===== src/sv/wsfp_pkg.sv =====
`timescale 1ns / 1ps
// ----------------------------------------------------------------------------
// wsfp_pkg
// Beat types, status codes and opcode decode for the frame parser.
// ----------------------------------------------------------------------------
package wsfp_pkg;

  typedef struct packed {
    logic [7:0] data_byte;
    logic       chunk_end;
  } ws_in_t;

  typedef struct packed {
    logic        result_kind;
    logic [7:0]  payload_byte;
    logic [3:0]  frame_opcode;
    logic [2:0]  frame_status;
    logic [63:0] frame_length;
    logic        last_result;
  } ws_out_t;

  localparam logic KIND_PAYLOAD = 1'b0;
  localparam logic KIND_STATUS  = 1'b1;

  localparam logic [2:0] ST_TEXT   = 3'd0;
  localparam logic [2:0] ST_BINARY = 3'd1;
  localparam logic [2:0] ST_CLOSE  = 3'd2;
  localparam logic [2:0] ST_PING   = 3'd3;
  localparam logic [2:0] ST_PONG   = 3'd4;
  localparam logic [2:0] ST_UNKNOWN = 3'd5;
  localparam logic [2:0] ST_TRUNC  = 3'd6;

  localparam logic [3:0] OP_TEXT   = 4'h1;
  localparam logic [3:0] OP_BINARY = 4'h2;
  localparam logic [3:0] OP_CLOSE  = 4'h8;
  localparam logic [3:0] OP_PING   = 4'h9;
  localparam logic [3:0] OP_PONG   = 4'hA;

  localparam logic [6:0] LEN_CODE_16 = 7'd126;
  localparam logic [6:0] LEN_CODE_64 = 7'd127;

  function automatic logic [2:0] action_of(input logic [3:0] op);
    logic [2:0] st;
    case (op)
      OP_TEXT:   st = ST_TEXT;
      OP_BINARY: st = ST_BINARY;
      OP_CLOSE:  st = ST_CLOSE;
      OP_PING:   st = ST_PING;
      OP_PONG:   st = ST_PONG;
      default:   st = ST_UNKNOWN;
    endcase
    return st;
  endfunction

endpackage


===== src/sv/websocket_frame_parser_core.sv =====
`timescale 1ns / 1ps
// Results are registered in the result queue when their input beat is accepted.
// Throughput: one input beat per cycle while the output does not stall and each beat
//   yields at most one result; a beat with a payload byte and a status queues both.
// Results wait in a four-entry queue; input stalls when fewer than two slots are free.
// Reset (rst_n low, synchronous): parser back to header byte zero, all header
//   state cleared, result queue emptied.
// ----------------------------------------------------------------------------
// websocket_frame_parser_core
// Byte-per-beat receive-side frame header parser with payload unmasking.
// ----------------------------------------------------------------------------
module websocket_frame_parser_core
  import wsfp_pkg::*;
#(
  parameter int LENGTH_BITS = 64
) (
  input  logic    clk,
  input  logic    rst_n,
  input  logic    in_valid,
  output logic    in_stall,
  input  ws_in_t  in_data,
  output logic    out_valid,
  input  logic    out_stall,
  output ws_out_t out_data
);

  typedef enum logic [2:0] {
    PH_HDR0 = 3'd0,
    PH_HDR1 = 3'd1,
    PH_EXT  = 3'd2,
    PH_MASK = 3'd3,
    PH_PAY  = 3'd4,
    PH_DONE = 3'd5
  } phase_t;

  localparam int QDEPTH = 4;
  localparam int QPTR_W = $clog2(QDEPTH);
  localparam int QCNT_W = $clog2(QDEPTH + 1);

  phase_t                 phase_r, phase_nxt;
  logic [3:0]             hcnt_r, hcnt_nxt;
  logic [3:0]             opcode_r, opcode_nxt;
  logic                   mask_r, mask_nxt;
  logic [LENGTH_BITS-1:0] len_r, len_nxt;
  logic [31:0]            key_r, key_nxt;
  logic [LENGTH_BITS-1:0] pcnt_r, pcnt_nxt;

  ws_out_t             q_mem [QDEPTH];
  logic [QPTR_W-1:0]   wr_ptr_r, rd_ptr_r;
  logic [QCNT_W-1:0]   qcnt_r;

  logic       accept, pop;
  logic       pay_hit, complete, trunc, go_after_len, go_body;
  logic [7:0] key_byte;
  logic [6:0] len7;
  logic [1:0] n_res;
  ws_out_t    res0, res1, stat_item;

  assign accept    = in_valid && !in_stall;
  assign in_stall  = qcnt_r > QCNT_W'(QDEPTH - 2);
  assign out_valid = qcnt_r != '0;
  assign out_data  = q_mem[rd_ptr_r];
  assign pop       = out_valid && !out_stall;

  always_comb begin
    phase_nxt    = phase_r;
    hcnt_nxt     = hcnt_r;
    opcode_nxt   = opcode_r;
    mask_nxt     = mask_r;
    len_nxt      = len_r;
    key_nxt      = key_r;
    pcnt_nxt     = pcnt_r;
    pay_hit      = 1'b0;
    complete     = 1'b0;
    go_after_len = 1'b0;
    go_body      = 1'b0;
    key_byte     = '0;
    len7         = in_data.data_byte[6:0];

    case (phase_r)
      PH_HDR1: begin
        mask_nxt = in_data.data_byte[7];
        len_nxt  = '0;
        if (len7 == LEN_CODE_16) begin
          hcnt_nxt  = 4'd2;
          phase_nxt = PH_EXT;
        end else if (len7 == LEN_CODE_64) begin
          hcnt_nxt  = 4'd8;
          phase_nxt = PH_EXT;
        end else begin
          len_nxt      = LENGTH_BITS'(len7);
          go_after_len = 1'b1;
        end
      end
      PH_EXT: begin
        // saturate once the top byte is occupied
        if (len_r[LENGTH_BITS-1 -: 8] != '0) begin
          len_nxt = '1;
        end else begin
          len_nxt = {len_r[LENGTH_BITS-9:0], in_data.data_byte};
        end
        hcnt_nxt = hcnt_r - 4'd1;
        if (hcnt_nxt == '0) begin
          go_after_len = 1'b1;
        end
      end
      PH_MASK: begin
        key_nxt  = {key_r[23:0], in_data.data_byte};
        hcnt_nxt = hcnt_r - 4'd1;
        if (hcnt_nxt == '0) begin
          go_body = 1'b1;
        end
      end
      PH_PAY: begin
        pay_hit = 1'b1;
        if (mask_r) begin
          case (pcnt_r[1:0])
            2'd0:    key_byte = key_r[31:24];
            2'd1:    key_byte = key_r[23:16];
            2'd2:    key_byte = key_r[15:8];
            default: key_byte = key_r[7:0];
          endcase
        end
        pcnt_nxt = pcnt_r + 1'b1;
        if (pcnt_nxt == len_r) begin
          phase_nxt = PH_DONE;
          complete  = 1'b1;
        end
      end
      PH_DONE: begin
      end
      default: begin
        opcode_nxt = in_data.data_byte[3:0];
        mask_nxt   = 1'b0;
        len_nxt    = '0;
        key_nxt    = '0;
        pcnt_nxt   = '0;
        hcnt_nxt   = '0;
        phase_nxt  = PH_HDR1;
      end
    endcase

    if (go_after_len) begin
      if (mask_nxt) begin
        phase_nxt = PH_MASK;
        hcnt_nxt  = 4'd4;
      end else begin
        go_body = 1'b1;
      end
    end
    if (go_body) begin
      pcnt_nxt = '0;
      if (len_nxt == '0) begin
        phase_nxt = PH_DONE;
        complete  = 1'b1;
      end else begin
        phase_nxt = PH_PAY;
      end
    end

    trunc = in_data.chunk_end && (phase_nxt != PH_DONE);

    // status beat carries header state as it stands after this byte
    stat_item.result_kind  = KIND_STATUS;
    stat_item.payload_byte = '0;
    stat_item.frame_opcode = opcode_nxt;
    stat_item.frame_status = complete ? action_of(opcode_nxt) : ST_TRUNC;
    stat_item.frame_length = 64'(len_nxt);
    stat_item.last_result  = 1'b1;

    if (pay_hit) begin
      res0.result_kind  = KIND_PAYLOAD;
      res0.payload_byte = in_data.data_byte ^ key_byte;
      res0.frame_opcode = opcode_r;
      res0.frame_status = '0;
      res0.frame_length = 64'(len_r);
      res0.last_result  = !(complete || trunc);
      res1              = stat_item;
      n_res             = (complete || trunc) ? 2'd2 : 2'd1;
    end else begin
      res0  = stat_item;
      res1  = stat_item;
      n_res = (complete || trunc) ? 2'd1 : 2'd0;
    end

    if (in_data.chunk_end) begin
      phase_nxt  = PH_HDR0;
      hcnt_nxt   = '0;
      opcode_nxt = '0;
      mask_nxt   = 1'b0;
      len_nxt    = '0;
      key_nxt    = '0;
      pcnt_nxt   = '0;
    end
  end

  always_ff @(posedge clk) begin
    if (!rst_n) begin
      phase_r  <= PH_HDR0;
      hcnt_r   <= '0;
      opcode_r <= '0;
      mask_r   <= 1'b0;
      len_r    <= '0;
      key_r    <= '0;
      pcnt_r   <= '0;
    end else if (accept) begin
      phase_r  <= phase_nxt;
      hcnt_r   <= hcnt_nxt;
      opcode_r <= opcode_nxt;
      mask_r   <= mask_nxt;
      len_r    <= len_nxt;
      key_r    <= key_nxt;
      pcnt_r   <= pcnt_nxt;
    end
  end

  // result queue: up to two writes and one read per cycle
  always_ff @(posedge clk) begin
    if (accept && n_res != 2'd0) begin
      q_mem[wr_ptr_r] <= res0;
    end
    if (accept && n_res == 2'd2) begin
      q_mem[wr_ptr_r + 1'b1] <= res1;
    end
  end

  always_ff @(posedge clk) begin
    if (!rst_n) begin
      wr_ptr_r <= '0;
      rd_ptr_r <= '0;
      qcnt_r   <= '0;
    end else begin
      if (accept) begin
        wr_ptr_r <= wr_ptr_r + QPTR_W'(n_res);
      end
      if (pop) begin
        rd_ptr_r <= rd_ptr_r + 1'b1;
      end
      qcnt_r <= qcnt_r + (accept ? QCNT_W'(n_res) : '0) - QCNT_W'(pop);
    end
  end

endmodule


===== config.mk =====
export PLATFORM = sky130hd
export DESIGN_NAME = websocket_frame_parser_core
export DESIGN_NICKNAME = d
export VERILOG_FILES = /design/src/sv/wsfp_pkg.sv /design/src/sv/websocket_frame_parser_core.sv
export SDC_FILE = /design/constraint.sdc
export NUM_CORES = 1
export LEC_CHECK = 0
export ABC_CLOCK_PERIOD_IN_PS = 10800
export BUFFER_PORTS_ARGS = -buffer_cell sky130_fd_sc_hd__buf_2
export CAP_MARGIN = 20
export CORE_MARGIN = 2
export CORE_UTILIZATION = 45
export CTS_BUF_LIST = sky130_fd_sc_hd__clkbuf_8
export CTS_CLUSTER_DIAMETER = 200
export DETAILED_ROUTE_END_ITERATION = 8
export SLEW_MARGIN = 20
export SYNTH_ARGS = -nofsm -noshare
export SYNTH_HDL_FRONTEND = slang
export SYNTH_SLANG_ARGS = --single-unit

===== constraint.sdc =====
create_clock -name clk -period 10.8 [get_ports clk]
set_input_delay 0.54 -clock clk [delete_from_list [all_inputs] [get_ports clk]]
set_output_delay 0.54 -clock clk [all_outputs]
set_load 0.03 [all_outputs]

==> metrics.md <==
| Metric | Value |
|---|---|
| Stages on the worst setup path | 16 |
| H-Tree Depth | 3 |
| Floorplan row count | 90 |
| Crit share post-route | 74.8% |
| Crit-path max FO | 61 |
| Slowest stage cell, crit path | a2111oi_0 |
| Mean area per synthesized cell | 10.2 sq um |
| DIE AREA | 63200 sq um |
| Kind of critical path | flop to flop |
| I/O pins | 96 |
| Pin count of the biggest net entering global routing | 106 |
| Area grow syn2layout | 9.05% |
| DR WL/cell | 28.4 um |
| Core area | 60500 sq um |
| Postcts setup bufs | 0 |
| Final hold slack | 0.303 ns |
| Post-synth EDFFs | 284 |
| Mapped Cells | 2703 |
| CP Launch Point | phase_r[1] |
| Seq cells post-synth | 505 |
| Fillers | 5526 |
| Most frequent cell after synthesis | edfxtp_1 |
| Vias in the first global route | 22300 |
| Final setup vio count | 0 |
| Drt initial violations | 2987 |
| Synth top area cells | edfxtp_1 31%, dfxtp_1 16%, a22o_1 7.2% |
| Worst slew pin tran | 1.19 ns |
| Crit path DAT | 8.64 ns |
| Post-Syn Nets | 2732 |
| Clk buf depth | 3 |
| Hold wc startpoint | in_data[7] |
| Reg-to-Reg Start | phase_r[1] |
| Reg clk slew, reported paths | 0.06 ns |
| Area used by multi-input combinational logic | 13400 sq um |
| Die Height | 251 um |
| Crit. End Element | flop |
| Post-synth top area share | 31.0% |
| R2r worst-path depth | 16 |
| Clk_lat worst skew | 0.71 ns |
| Final hold violation count | 0 |
| Share of layout cells above drive strength 1 | 14.1% |
| Worst Setup Start Kind | flop |
| Sum of buffers and inverters on the critical path | 3 |
| GRT Overall Usage | 30.7% |
| I/O Buffers | 95 |
| Cts repair resizes | 0 |
| Netlist Area Pre-Place | 27500 sq um |
| Post-DRT Antenna Nets | 0 |
| DP Wirelength | 63600 um |
| Vias | 23200 |
| Initial core utilization | 45.5% |
| Final worst path period need | 8.08 ns |
| Setup TNS | 0 ns |
| Clock skew | 0.0360 ns |
| Yosys cell types | 82 |
| Post-synthesis sequential area ratio | 47.0% |
| Initial antenna violation count | 1 |
| Clock Tree Root | clkbuf_8 |
| Crit path max-delay family | compound AO/OA/AOI/OAI gates |
| Maximum vdd drop | 0.0000850 V |
| Synth Flop Type | edfxtp_1 |
| Synth warn | 0 |
| Vias per inst | 6.65 |
| First-pass GRT wire length | 146000 um |
| Max Cap Violations | 0 |
| Headroom to the max-slew limit | 18.9% |
| Unrepaired setup endpoints after global routing | false |
| Fmax | 124 MHz |
| Worst path max stage delay | 1.02 ns |
| Post-layout instance area | 30000 sq um |
| Routability congestion estimate | 1.01 |
| Drt first pass iters | 6 |
| DR DRC count | 0 |
| Worst hold path type | input pin to flop |
| Post-DP Area | 28300 sq um |
| Req. time, crit path | 11.36 ns |
| Largest area contributor in the netlist | edfxtp_1 |
| Hold depth | 3 |
| Clock Sinks | 505 |
| Hold buffer count at CTS | 0 |
| Sequential Area | 13000 sq um |
| Result of the run | finished clean |
| Final nets | 2658 |
| DIE WIDTH | 251 um |
| Leakage power | 10.0 nW |
| Commonest cells post-synth | 284 x edfxtp_1, 260 x nand2_1, 240 x clkbuf_1 |
| Power Density | 169 nW/um^2 |
| Crit-path cells | inv_1 -> ha_1 -> or2_2 -> buf_4 -> a21o_1 -> a2111oi_0 -> nand4_1 -> nor4_1 -> a2111oi_0 -> a21o_1 -> ha_1 -> nor2_1 -> nand3_1 -> o21ai_4 -> buf_4 -> a22o_1 |
| Congestion Overflow GR | 0 |
| Routed wire length | 99100 um |
| Pins Over Slew Limit | 0 |
| TritonCTS clock tree | built |
| CTS buffer count | 89 |
| Post-synthesis async set-or-reset flop share | 0% |
final timing paths:
kind / to / slack [ns]
worst max-delay path: q_mem[1][42] / 2.72
worst min-delay path: key_r[6] / 0.30
worst max register to register: q_mem[1][42] / 2.72
worst min register to register: q_mem[3][80] / 0.45
per-layer routing:
| metal | track usage (%) | share of wire, % | vias to the layer above |
|---|---|---|---|
| met4 | 12.3 | 3.8 | 0 |
| met5 | 0 | 0 | - |
| met1 | 42.3 | 42 | 11500 |
| met3 | 5.78 | 9.0 | 241 |
| met2 | 48.0 | 45 | 1258 |
| li1 | - | - | 10200 |
layout by cell type (no fill, tap or decap), types with 12 or more instances in the layout:
cell and instances:
edfxtp_1 284, nand2_1 257, a22o_1 225, dfxtp_1 219, o21ai_0 181, nor2b_1 113, clkbuf_8 104, a22oi_1 94
buf_2 94, nor2_1 89, mux4_2 81, nand4_1 74, nor3_1 61, nor4_1 60, inv_1 57, a21oi_1 57
xnor2_1 55, and2_1 53, nand3_1 52, xor2_1 51, buf_4 43, a21boi_0 27, and3_1 26, and4_1 24
o21a_1 16, or4_1 15, o31ai_1 15, ha_1 15, clkinv_1 14, o2bb2ai_1 14, a221o_1 13, o41ai_1 12
logic make-up (layout without fill, tap and decap cells):
logic type	Yosys count	in the layout	share of synthesized area [%]
AND/OR/NAND/NOR	894	894	17.2
XOR/XNOR	106	106	3.37
AO/OA/AOI/OAI	758	758	20.0
multiplexers	91	91	7.00
buffers and inverters	333	331	4.72
other	0	1	0
adder cells (fa/ha/maj)	16	16	0.754
flip-flops	505	505	47.0
stage by stage:
| stage | setup WS [ns] | total power [W] | util [%] | cells |
|---|---|---|---|---|
| 4_1_cts | 3.00 | 0.00511 | 49.7 | 3483 |
| 5_1_grt | 2.39 | 0.00525 | 49.7 | 3484 |
| 3_3_place_gp | 3.12 | 0.00334 | 46.7 | 3319 |
| 2_1_floorplan | 4.78 | 0.00300 | - | 2703 |
| 3_5_place_dp | 3.01 | 0.00335 | 46.7 | 3320 |
| 6_report | 2.72 | 0.00508 | 49.7 | 3484 |
cell type report:
cell class,instances,area share (%)
multi-input cells,1865,44.6
flip-flops and latches,505,43.1
clock buffers,104,4.77
well taps,782,3.26
repair buffers,138,2.69
clock inverters,59,1.10
inverters,30,0.383
diodes,1,0.00833
sequential cells by signal (all words and copies together) (netlist names), named ones only:
signal and flops:
hcnt_r 4, key_r 32, len_r 64, mask_r 1
opcode_r 4, pcnt_r 64, phase_r 3, q_mem 324
qcnt_r 3, rd_ptr_r 2, wr_ptr_r 2
worst reg2reg max path: stages, from the launching register on:
cell and delay (ns):
dfxtp_1 0.57, inv_1 0.23, ha_1 0.49, or2_2 0.39
buf_4 0.36, a21o_1 0.30, a2111oi_0 1.02, nand4_1 0.19
nor4_1 0.94, a2111oi_0 0.19, a21o_1 0.26, ha_1 0.32
nor2_1 0.34, nand3_1 0.63, o21ai_4 0.97, buf_4 0.54
a22o_1 0.21
where the power goes:
| part | internal, W | switching [W] | leakage [nW] |
|---|---|---|---|
| clock network | 0.000929 | 0.000842 | 1.01 |
| registers | 0.00212 | 0.0000900 | 4.39 |
| logic | 0.000372 | 0.000729 | 4.64 |
No activity file was read; power rests on OpenSTA's default activity.
